===== config.mk =====
export PLATFORM = sky130hd
export DESIGN_NAME = ffar_round
export DESIGN_NICKNAME = d
export VERILOG_FILES = /design/src/rtl/ffar_pkg.sv /design/src/rtl/ffar_round.sv
export SDC_FILE = /design/constraint.sdc
export NUM_CORES = 1
export LEC_CHECK = 0
export BUFFER_PORTS_ARGS = -buffer_cell sky130_fd_sc_hd__buf_2
export CORE_UTILIZATION = 57
export DETAILED_ROUTE_END_ITERATION = 8
export PLACE_DENSITY = 0.76
export SYNTH_ARGS = -nofsm -noshare
export SYNTH_HDL_FRONTEND = slang
export SYNTH_SLANG_ARGS = --single-unit

===== constraint.sdc =====
create_clock -name clk -period 8.6 [get_ports clk]
set_input_delay 1.72 -clock clk [delete_from_list [all_inputs] [get_ports clk]]
set_output_delay 1.72 -clock clk [all_outputs]
set_load 0.01 [all_outputs]

===== src/rtl/ffar_pkg.sv =====
// Shared types, constants and codes of the first-fit address range allocator.
package ffar_pkg;

  localparam int unsigned DEF_MAX_REGIONS = 64;
  localparam int unsigned DEF_PAGE_BYTES  = 4096;

  localparam logic [31:0] BASE_AT_RESET   = 32'h0040_0000;
  localparam logic [31:0] LENGTH_AT_RESET = 32'd2143289344;

  typedef enum logic {
    CFG_RANGE_BASE   = 1'b0,
    CFG_RANGE_LENGTH = 1'b1
  } cfg_idx_t;

  typedef enum logic {
    OP_ALLOC   = 1'b0,
    OP_RELEASE = 1'b1
  } opcode_t;

  typedef enum logic [1:0] {
    ST_OK       = 2'd0,
    ST_NOFIT    = 2'd1,
    ST_FULL     = 2'd2,
    ST_NOTFOUND = 2'd3
  } status_t;

  typedef struct packed {
    logic [31:0] start;
    logic [31:0] size;
  } entry_t;

  typedef enum logic [3:0] {
    S_IDLE,
    S_ROUND,
    S_SRCH_RD,
    S_SRCH_EV,
    S_FINAL,
    S_INS_CHK,
    S_INS_EV,
    S_REL_RD,
    S_REL_EV,
    S_SHF_RD,
    S_SHF_WR,
    S_DONE
  } state_t;

endpackage


===== src/rtl/ffar_round.sv =====
// Page rounding unit: rounds the length up to whole pages using its byte residues modulo the page size.
module ffar_round
  import ffar_pkg::*;
#(
  parameter int unsigned PAGE_BYTES = DEF_PAGE_BYTES
) (
  input  logic        clk,
  input  logic        rst_n,
  input  logic        start,
  input  logic [31:0] length,
  output logic        done,
  output logic [32:0] size
);

  // Four bytes times residues below 2^17 stay well below 2^28.
  localparam int unsigned SW = 28;

  // Residue of 256^k modulo the page size, worked out at elaboration.
  function automatic logic [SW-1:0] byte_weight(input int unsigned k);
    longint unsigned w;
    w = 1;
    if (w >= PAGE_BYTES) w = 0;
    for (int unsigned j = 0; j < k; j++) begin
      w = w * 256;
      while (w >= PAGE_BYTES) w = w - PAGE_BYTES;
    end
    return SW'(w);
  endfunction

  localparam logic [SW-1:0] W0     = byte_weight(0);
  localparam logic [SW-1:0] W1     = byte_weight(1);
  localparam logic [SW-1:0] W2     = byte_weight(2);
  localparam logic [SW-1:0] W3     = byte_weight(3);
  localparam logic [SW-1:0] PAGE_W = SW'(PAGE_BYTES);

  logic [31:0]   len_r;
  logic [SW-1:0] sum_r, red_hi, red_lo;
  logic [1:0]    step_r;
  logic          busy_r, done_r;

  // The weighted byte sum is below 1024 pages, so ten conditional subtractions
  // of shifted pages leave the remainder; the five larger shifts come first, the five smaller after them.
  always_comb begin
    red_hi = sum_r;
    for (int j = 9; j >= 5; j--) begin
      if (red_hi >= (PAGE_W << j)) red_hi = red_hi - (PAGE_W << j);
    end
    red_lo = sum_r;
    for (int j = 4; j >= 0; j--) begin
      if (red_lo >= (PAGE_W << j)) red_lo = red_lo - (PAGE_W << j);
    end
  end

  always_ff @(posedge clk) begin
    if (!rst_n) begin
      busy_r <= 1'b0;
      done_r <= 1'b0;
      step_r <= '0;
    end else begin
      done_r <= 1'b0;
      if (start) begin
        busy_r <= 1'b1;
        step_r <= '0;
      end else if (busy_r) begin
        step_r <= step_r + 2'd1;
        if (step_r == 2'd2) begin
          busy_r <= 1'b0;
          done_r <= 1'b1;
        end
      end
    end
  end

  always_ff @(posedge clk) begin
    if (start) begin
      len_r <= length;
    end else if (busy_r) begin
      case (step_r)
        2'd0: sum_r <= SW'(len_r[7:0]) * W0 + SW'(len_r[15:8]) * W1
                     + SW'(len_r[23:16]) * W2 + SW'(len_r[31:24]) * W3;
        2'd1: sum_r <= red_hi;
        default: sum_r <= red_lo;
      endcase
    end
  end

  assign done = done_r;
  assign size = (sum_r == '0) ? {1'b0, len_r}
              : {1'b0, len_r} + 33'(PAGE_W - sum_r);

endmodule


==> After elaboration in Yosys (flattened, before gate mapping) <==
Index checks and enable logic that the tools add are counted.
{ "word_totals": {"reg_bits": 64, "output_inout_bits": 34, "wordCells": 55} }
{ "classes": {"n_addsub": 14, "order_cmp": 10, "eq_ne": 2, "muxes": 16, "bitwise_logic": 3, "n_reduce_logical": 5} }
{ "op_table": {"columns": ["op", "count"], "rows": [
  ["two-way mux 28 bit", 10],
  ["case mux 28 bit (2 select lines)", 1],
  ["adder 32 x 33 -> 33 bit", 1],
  ["two-way mux 33 bit", 1],
  ["subtractor 13 x 28 -> 29 bit, first input constant", 1],
  [">= comparator 28 x 13 -> 1 bit, second input constant", 1],
  [">= comparator 28 x 14 -> 1 bit, second input constant", 1],
  [">= comparator 28 x 15 -> 1 bit, second input constant", 1],
  [">= comparator 28 x 16 -> 1 bit, second input constant", 1],
  [">= comparator 28 x 17 -> 1 bit, second input constant", 1],
  [">= comparator 28 x 18 -> 1 bit, second input constant", 1],
  [">= comparator 28 x 19 -> 1 bit, second input constant", 1],
  [">= comparator 28 x 20 -> 1 bit, second input constant", 1],
  [">= comparator 28 x 21 -> 1 bit, second input constant", 1],
  [">= comparator 28 x 22 -> 1 bit, second input constant", 1],
  ["logical NOT 28 bit", 1],
  ["subtractor 28 x 13 -> 28 bit, second input constant", 1],
  ["subtractor 28 x 14 -> 28 bit, second input constant", 1],
  ["subtractor 28 x 15 -> 28 bit, second input constant", 1],
  ["subtractor 28 x 16 -> 28 bit, second input constant", 1],
  ["subtractor 28 x 17 -> 28 bit, second input constant", 1],
  ["subtractor 28 x 18 -> 28 bit, second input constant", 1],
  ["subtractor 28 x 19 -> 28 bit, second input constant", 1],
  ["subtractor 28 x 20 -> 28 bit, second input constant", 1],
  ["other kinds (12)", 17]
]} }

==> Longest topological paths before layout <==
Gate-level depths: netlist of run 1.
{ "depth": {"ltp_word": 11, "mapped_depth": 32, "depth_no_buf": 29} }

==> Least setup slack after synthesis of run 1 <==
Ideal clock, no wire load.
{ "synth_timing": {"kind": "register to register", "from": "reg sum_r[17]", "to": "reg sum_r[23] (data pin)", "setup_ns": 0.256, "arrival_ns": 6.802, "t_required_ns": 8.344, "setup_slack_ns": 1.542, "stages_incl_launch_ff": 31, "path_buffers": 2, "path_cell_list": "edfxtp_1 clkbuf_1 inv_1 ha_1 or4b_1 clkbuf_1 nor3_4 o21a_2 o211ai_1 or3_1 nor2_8 nand2_1 nand2_1 ha_1 inv_1 nor3_1 a32oi_1 nor2_1 nand4_1 nor2_1 xnor2_1 ha_1 nand3_1 a211oi_2 xnor2_1 or3_1 a32oi_1 nand4b_2 and4bb_1 xnor2_1 a22o_1"} }
{ "synth_between": {"elab_chain_cells": 11, "word_cells_on_any_way": 31} }
{ "synth_rtl": {"columns": ["item", "line_no", "rtl"], "rows": [
  ["start: declaration", "ffar_round.sv:37", "logic [SW-1:0] sum_r, red_hi, red_lo;"],
  ["start signal: assignment", "ffar_round.sv:79", "2'd0: sum_r <= SW'(len_r[7:0]) * W0 + SW'(len_r[15:8]) * W1"],
  ["start signal: assignment", "ffar_round.sv:81", "2'd1: sum_r <= red_hi;"],
  ["start signal: assignment", "ffar_round.sv:82", "default: sum_r <= red_lo;"],
  ["subtractor 28 x 17 -> 28 bit (tied with other cells)", "ffar_round.sv:50", "if (red_lo >= (PAGE_W << j)) red_lo = red_lo - (PAGE_W << j);"],
  ["two-way mux 28 bit (on tied branches)", "ffar_round.sv:50, ffar_round.sv:46", null],
  ["subtractor 28 x 16 -> 28 bit (tied with other cells)", "ffar_round.sv:50", null],
  ["two-way mux 28 bit (on tied branches)", "ffar_round.sv:50, ffar_round.sv:46", null],
  ["subtractor 28 x 15 -> 28 bit (tied with other cells)", "ffar_round.sv:50", null],
  ["two-way mux 28 bit (on tied branches)", "ffar_round.sv:50, ffar_round.sv:46", null],
  ["subtractor 28 x 14 -> 28 bit (tied with other cells)", "ffar_round.sv:50", null],
  ["two-way mux 28 bit (on tied branches)", "ffar_round.sv:50, ffar_round.sv:46", null],
  ["subtractor 28 x 13 -> 28 bit (tied with other cells)", "ffar_round.sv:50", null],
  ["two-way mux 28 bit (on tied branches)", "ffar_round.sv:50, ffar_round.sv:46", null],
  ["case mux 28 bit (2 select lines) *", "ffar_round.sv:78", "case (step_r)"]
]} }
Mark *: on every way between the ends. The rest lies on a longest branch, timed or not.
A chain may end at the register's enable or synchronous reset.

==> Worst setup path after layout of run 1 <==
{ "layout_timing": {"from": "reg sum_r[16]", "to": "reg sum_r[20] (data pin)"} }
Same word-level chain as after synthesis.

==> summary.txt, run 1 <==
Floorplanning
  – Die width: ~120 microns
  – Initial core utilization: 0.583
  – I/O pin cnt: roughly 70
  – Site Rows: 44
  – DIE AREA: ~15000 sq um
  – Core area: about 15000 sq um
  – Die Ht: between 100 and 150 microns

Setup path
  – Worst Path Required: a little under 9 ns
  – Worst path arrival time: a little over 8 ns
  – Slowest CP cell: or4b_4
  – CP max FO: 9
  – CP Launch Type: flip-flop
  – Worst path max stage delay: around 0.56 ns
  – Cell mode on critical path: ha_1
  – Critical path capture point type: flip-flop
  – Critical path class: reg -> reg

Logic synthesis
  – Post-synth EDFFs: 60
  – Seq/Total Area, Yosys: 0.222
  – #FFs+latches synth: 64
  – Synth warnings: 0
  – Avg Synthesized Cell Area: 7.84 sq um
  – Number of distinct library cells after synthesis: ~110
  – Mapped Cells: between 1000 and 1500
  – Mapped Area: 8480 sq um
  – Syn nets: 1164
  – Asr flop ratio synth: 0
  – Top FF cell, synth: edfxtp_1

Drt
  – WL/cell: roughly 19 microns
  – Number of routed nets with antenna violations: 0
  – Routed WL: about 25 mm
  – Vias: approximately 8500
  – Drt drc: 0
  – Via density: approximately 6.4
  – Initial DRC Count: 911
  – DRT Pass-1 Iters: 5

Clock network
  – CTS max path bufs: 2
  – Worst-Skew Late Latency: roughly 0.33 ns
  – Clock sink count: 64
  – CTS HTree Levels: 3
  – Root buffer cell: clkbuf_16
  – Reg clk slew, reported paths: roughly 0.06 ns
  – CTS Buf Count: 9
  – # hold bufs at CTS: 0
  – TritonCTS clock tree: built

Global routing
  – Vias in the first global route: around 7500
  – First-pass GRT wire length: ~39 mm
  – Gr usage total: 0.326
  – Initial antenna violation count: 0
  – Pin count of the biggest net entering global routing: 48
  – GRT Residual Overflow: 0

Pwr
  – Power share of the combinational group: 0.374
  – Power consumption: 1130 uW
  – Sequential share of power: 0.344
  – Switching Fraction: 0.356
  – Clock power share: 0.282
  – Sw power: between 400 and 500 uW
  – P_leak: 0.00341 uW
  – Worst vdd ir: roughly 0.00013 V
  – P per Cell Area: about 120 nW/um^2
  – P_int: about 730 uW

Timing
  – Final setup viols: 0
  – Clock Skew: 0.00656 ns
  – Tcrit/Tclk final: 0.925
  – Fmax: between 100 and 150 MHz
  – Worst slew pin tran: about 0.87 ns
  – Fin. max-slew vios: 0
  – Setup WS post-layout: roughly 0.64 ns
  – Crit path time final: slightly below 8 ns
  – Rel. slew slack: 0.418
  – Hold Vio Cnt, Final: 0
  – Setup TNS: 0 ns

Worst hold path
  – Hold Crit Class: reg -> reg

Placed design
  – Routability cong.: 1.02
  – Post-Place Setup Slack: a little over 0.5 ns
  – Post-DP HPWL: ~20 mm
  – Dpl cells: 1301
  – I/O Buffers: 68

Layout
  – Layout cell share with drive strength beyond 1: 0.134
  – Inserted Diodes: 0
  – Nets@finish: 1212
  – Area grow syn2layout: 9.03%
  – Layout Utilization: 0.636
  – Finished Layout Cells: between 1000 and 1500

Flow run
  – Max Cap Viol: 0

Outcome
  – Run status: complete, no violations
registers in the layout, indices dropped and copies added, names as in the netlist:
| name | count |
|---|---|
| done | 1 |
| busy_r | 1 |
| len_r | 32 |
| step_r | 2 |
| sum_r | 28 |
worst max-delay path, delay by kind of cell, from the launching register on:
family | cells | cell delay, ns
AO/OA/AOI/OAI | 8 | 2.14
AND/OR/NAND/NOR | 13 | 3.59
adder cells (fa/ha/maj) | 3 | 0.87
XOR/XNOR | 2 | 0.29
buffers and inverters | 2 | 0.31
flip-flops | 1 | 0.52
worst paths after layout:
path | start | endpoint | slack, ns | cells past startpoint
worst max-delay path | sum_r[16] | sum_r[20] | 0.64 | 28
worst min-delay path | step_r[1] | step_r[1] | 0.54 | 2
worst max register to register | sum_r[16] | sum_r[20] | 0.64 | 28
worst min register to register | step_r[1] | step_r[1] | 0.54 | 2
synthesized netlist by cell type (6+ instances only):
cell / n / area share
nand2_1: 117 / 0.052
nor2_1: 92 / 0.041
a21oi_1: 72 / 0.043
o21ai_0: 71 / 0.042
xnor2_1: 65 / 0.067
edfxtp_1: 60 / 0.21
nor3_1: 49 / 0.029
ha_1: 47 / 0.069
xor2_1: 34 / 0.035
clkbuf_1: 33 / 0.015
nand3_1: 32 / 0.019
inv_1: 30 / 0.013
and2_1: 29 / 0.021
a21o_1: 19 / 0.017
o21a_1: 16 / 0.014
or3_1: 16 / 0.012
a211oi_1: 15 / 0.013
a31oi_1: 15 / 0.011
nand4_1: 15 / 0.011
mux2i_1: 14 / 0.017
nor2b_1: 13 / 0.0096
nand2b_1: 12 / 0.0089
nor4_1: 12 / 0.0089
or2_2: 11 / 0.0081
o31ai_1: 10 / 0.0089
o211ai_1: 9 / 0.0080
o21bai_1: 9 / 0.0080
nand3b_1: 8 / 0.0071
and3_1: 7 / 0.0052
a32oi_1: 6 / 0.0062
buf_2: 6 / 0.0035
stage by stage:
step                      hold slack [ns]  cell area, sq um
after floorplan                     0.487              8480
after global placement              0.512              8950
after detailed placement            0.522              8950
after CTS                           0.543              9200
after global routing                0.561              9240
final                               0.544              9240
layout make-up:
class | count | area [sq um]
Multi-Input combinational cell | 943 | 6330
Fill cell | 1326 | 5290
Sequential cell | 64 | 1880
Timing Repair Buffer | 80 | 430
Tap cell | 184 | 230
Clock buffer | 10 | 229
Clock inverter | 5 | 25.0
Inverter | 31 | 116
routing by layer:
metal  track usage  vias to the layer above  part of all wire  routed length [microns]
li1              -                     4138                 -                        -
met1         0.456                     3934              0.46                    11400
met2         0.511                      327              0.45                    11100
met3        0.0449                       52             0.061                     1520
met4         0.123                        0             0.031                      775
met5             0                        -                 0                        0
logic make-up (layout without fill, tap and decap cells):
logic type | count (synthesis) | in the layout | synth area share
AO/OA/AOI/OAI | 315 | 315 | 0.253
XOR/XNOR | 100 | 100 | 0.104
adder cells (fa/ha/maj) | 48 | 48 | 0.0717
buffers and inverters | 74 | 126 | 0.0354
flip-flops | 64 | 64 | 0.222
multiplexers | 19 | 19 | 0.0236
AND/OR/NAND/NOR | 461 | 461 | 0.290
cell usage in the layout (no fill, tap or decap), types with 5 or more instances in the layout:
cell type / count
buf_2: 68
a31o_2: 5
xnor2_1: 65
edfxtp_1: 60
mux2i_1: 14
o21bai_1: 9
o21a_1: 16
a21oi_1: 72
and2_1: 29
clkbuf_16: 9
o211ai_1: 9
a211oi_1: 14
nor2b_1: 13
nor4_1: 12
and3_1: 7
or4_1: 5
nand4_1: 15
xor2_1: 34
nand2b_1: 12
buf_4: 12
a32oi_1: 5
nand2_1: 117
a31oi_1: 15
ha_1: 47
nand3b_1: 8
o21ai_0: 71
inv_1: 30
a21o_1: 19
or3_1: 16
a22o_1: 5
nor2_1: 90
or2_2: 11
nor3_1: 49
o31ai_1: 10
nand3_1: 32
power groups by stage:
| stage | combinational [uW] | sequential (uW) | clock, uW |
|---|---|---|---|
| after detailed placement | 414 | 394 | 0 |
| after global placement | 412 | 393 | 0 |
| after floorplan | 303 | 381 | 0 |
| after CTS | 417 | 388 | 320 |
| final | 423 | 389 | 319 |
| after global routing | 465 | 392 | 331 |
timing repair:
action	CTS	global route
endpoints found under the setup margin	0	17
gates resized for setup	0	6
buffers inserted	0	1
(Power assumes the default switching activity.)
==> run 2, diff against run 1 <==
--- a/config.mk
+++ b/config.mk
@@ -6,9 +6,11 @@
 export NUM_CORES = 1
 export LEC_CHECK = 0
 export BUFFER_PORTS_ARGS = -buffer_cell sky130_fd_sc_hd__buf_2
-export CORE_UTILIZATION = 57
+export CELL_PAD_IN_SITES_DETAIL_PLACEMENT = 2
+export CELL_PAD_IN_SITES_GLOBAL_PLACEMENT = 2
+export CORE_UTILIZATION = 37
 export DETAILED_ROUTE_END_ITERATION = 8
-export PLACE_DENSITY = 0.76
+export PLACE_DENSITY = 0.93
 export SYNTH_ARGS = -nofsm -noshare
 export SYNTH_HDL_FRONTEND = slang
 export SYNTH_SLANG_ARGS = --single-unit
==> run 2 against run 1 <==
The flow now finishes with violations (negative setup slack). Final area up 5.0%. Sequential power is 1% higher. Clock skew up 0.016 ns. Power grew 24%. Combinational power up 25%. Non-clock buffer count up 23. Highest routed layer unchanged. Register-to-register slack lost 0.79 ns. Critical path type unchanged.
==> summary.txt, run 2 (synthesized netlist as in run 1, its figures left out) <==
Setup path
  – Cell mode on critical path: nand2_1
  – Setup crit start: sum_r[22]
  – FF-to-FF Start: sum_r[22]
  – Critical path class: reg -> reg
  – CP Launch Type: flip-flop
  – Worst path max stage delay: 0.57 ns (about the same)
  – Slowest CP cell: or4bb_1
  – Critical path capture point type: flip-flop
  – Worst Path Required: 8.82 ns (+0.09 ns)
  – R2R cell count: 29 (+3.6%)
  – CP max FO: 12 (+3)
  – Worst path arrival time: 8.97 ns (+0.88 ns)

Clock network
  – Clock sink count: 64 (unchanged)
  – CTS HTree Levels: 3 (unchanged)
  – Worst-Skew Late Latency: 0.38 ns (+0.05 ns)
  – # hold bufs at CTS: 0 (unchanged)
  – TritonCTS clock tree: built
  – Reg clk slew, reported paths: 0.07 ns (about the same)
  – Root buffer cell: clkbuf_16
  – CTS Buf Count: 9 (unchanged)
  – CTS max path bufs: 2 (unchanged)

Drt
  – WL/cell: 32.2 microns (+71%)
  – Routed WL: 46.5 mm (+87%)
  – Number of routed nets with antenna violations: 0 (unchanged)
  – Via density: 7.09 (+10%)
  – Vias: 10200 (+21%)
  – DRT Pass-1 Iters: 7 (+2)
  – Drt drc: 0 (unchanged)
  – Initial DRC Count: 987 (+8.3%)

Layout
  – Commonest non-fill, non-tap cell in the layout: nand2_1
  – Most frequent cells in the layout: 117 x nand2_1, 89 x nor2_1, 72 x a21oi_1
  – Area grow syn2layout: 14.4%
  – Layout cell share with drive strength beyond 1: 0.161 (+0.0266)
  – Nets@finish: 1235 (+1.9%)
  – Max FFs per register: 32 (unchanged)
  – Regs by FF count: len_r (32), sum_r (28), step_r (2)
  – Register area: 1880 sq um (unchanged)
  – Design area: 9700 sq um (+5.0%)
  – Layout fillers: 2540 (+92%)
  – Register name with the most flops: len_r
  – Multi-input combinational cell area: 6390 sq um (+0.97%)

Timing
  – Rel. slew slack: 0.262 (-0.157)
  – Fin. max-slew vios: 0 (unchanged)
  – Tcrit/Tclk final: 1.02 (+0.0920)
  – Setup WS post-layout: -0.150 ns (-0.791 ns)
  – Final setup viols: 11 (+11)
  – Crit path time final: 8.75 ns (+0.791 ns)
  – Worst slew pin tran: 1.10 ns (+0.240 ns)
  – Fmax: 114 MHz (-9.0%)
  – Hold Vio Cnt, Final: 0 (unchanged)
  – Clock Skew: 0.0230 ns (+0.0165 ns)

Floorplanning
  – I/O pin cnt: 69 (unchanged)
  – Die width: 153 microns (+24%)
  – DIE AREA: 23500 sq um (+53%)
  – Initial core utilization: 0.376 (-0.208)
  – Site Rows: 55 (+25%)
  – Core area: 22600 sq um (+55%)
  – Die Ht: 153 microns (+24%)

Pwr
  – Sw power: 570 uW (+41%)
  – P per Cell Area: 145 nW/um^2 (+18%)
  – Clock power share: 0.343 (+0.061)
  – Sequential share of power: 0.281 (-0.063)
  – Power share of the combinational group: 0.376 (+0.002)
  – P_leak: 0.00357 uW (+4.8%)
  – Switching Fraction: 0.406 (+0.0499)
  – P_int: 833 uW (+14%)
  – Worst vdd ir: 0.000137 V (+2.2%)

Global routing
  – Pin count of the biggest net entering global routing: 48 (unchanged)
  – GRT Residual Overflow: 0 (unchanged)
  – Vias in the first global route: 10800 (+44%)
  – Gr usage total: 0.372 (+0.0458)
  – Initial antenna violation count: 2 (+2)
  – First-pass GRT wire length: 67.3 mm (+74%)

Placed design
  – Post-Place Setup Slack: 0.0371 ns (-0.482 ns)
  – I/O Buffers: 68 (unchanged)
  – Routability cong.: 0.993 (-2.3%)
  – Post-DP HPWL: 30.1 mm (+54%)
  – Area after DPL: 9130 sq um (+2.1%)

Worst hold path
  – Hold Path Cell Cnt: 2 (unchanged)
  – Hold Crit Class: reg -> reg
  – HP Start: step_r[0]

Outcome
  – Run status: finished with violations
  – Failing checks: negative setup slack

Flow run
  – Max Cap Viol: 0 (unchanged)
==> run 2: changes by cell type in the layout (fill, tap and decap cells not counted), moves of 2 or more <==
cell       previous run  this run
inv_6                 0         3
a32oi_2               1         3
a32oi_1               5         3
o21ai_1               0         2
o21ai_0              71        69
clkinv_2              2         0
clkinv_1              3         1
buf_4                12        35
bufinv_16             0         3
==> run 2: repair_timing <==
item | 4_1_cts | 5_1_grt
buffers inserted | 4 | 13
pin swaps | 2 | 4
cloned | 0 | 0
setup endpoints to repair | 16 | 20
resized for setup | 7 | 11
==> run 2: layer usage <==
metal  part of all wire  global-route usage  wire, microns  vias to the layer above
met5                  0                   0              0                        -
met4              0.080               0.246           3710                        0
met3              0.072              0.0731           3340                      291
met2               0.48               0.641          22200                      646
met1               0.37               0.418          17200                     5123
li1                   -                   -              -                     4170
==> run 2: area by class of cell <==
cell class,instances,area share
Clock buffer,9,0.0232
Antenna cell,1,0.000258
Inverter,31,0.0120
Sequential cell,64,0.194
Clock inverter,7,0.0129
Timing Repair Buffer,103,0.0622
Tap cell,285,0.0368
Multi-Input combinational cell,943,0.659
==> run 2: power by group through the flow <==
stage | Clock (uW) | Combinational [uW] | Sequential, uW
CTS | 469 | 495 | 391
floorplan | 0 | 303 | 381
detailed placement | 0 | 465 | 396
finish | 482 | 527 | 394
global route | 486 | 548 | 394
global placement | 0 | 424 | 392
==> run 2: worst max-delay path, delay by kind of cell, from the launching register on <==
kind                     cells  cell delay [ns]
XOR/XNOR                     2             0.32
adder cells (fa/ha/maj)      3             0.85
flip-flops                   1             0.53
AND/OR/NAND/NOR             14             4.19
multiplexers                 1             0.30
buffers and inverters        3             0.56
AO/OA/AOI/OAI                6             1.82
==> run 2: final timing paths <==
check                   end  slack [ns]
setup / recovery  sum_r[26]       -0.15
setup reg to reg  sum_r[26]       -0.15
hold reg to reg   step_r[0]        0.59
hold / removal    step_r[0]        0.59
==> run 2: metrics by stage <==
step,power [uW],TNS (ns),std cells,utilization,hold slack (ns)
after global placement,816,0,1409,0.405,0.510
final,1400,-0.835,1443,0.430,0.591
after global routing,1430,-4.15,1443,0.430,0.625
after floorplan,685,0,1081,-,0.487
after CTS,1360,0,1429,0.423,0.591
after detailed placement,861,0,1409,0.405,0.568
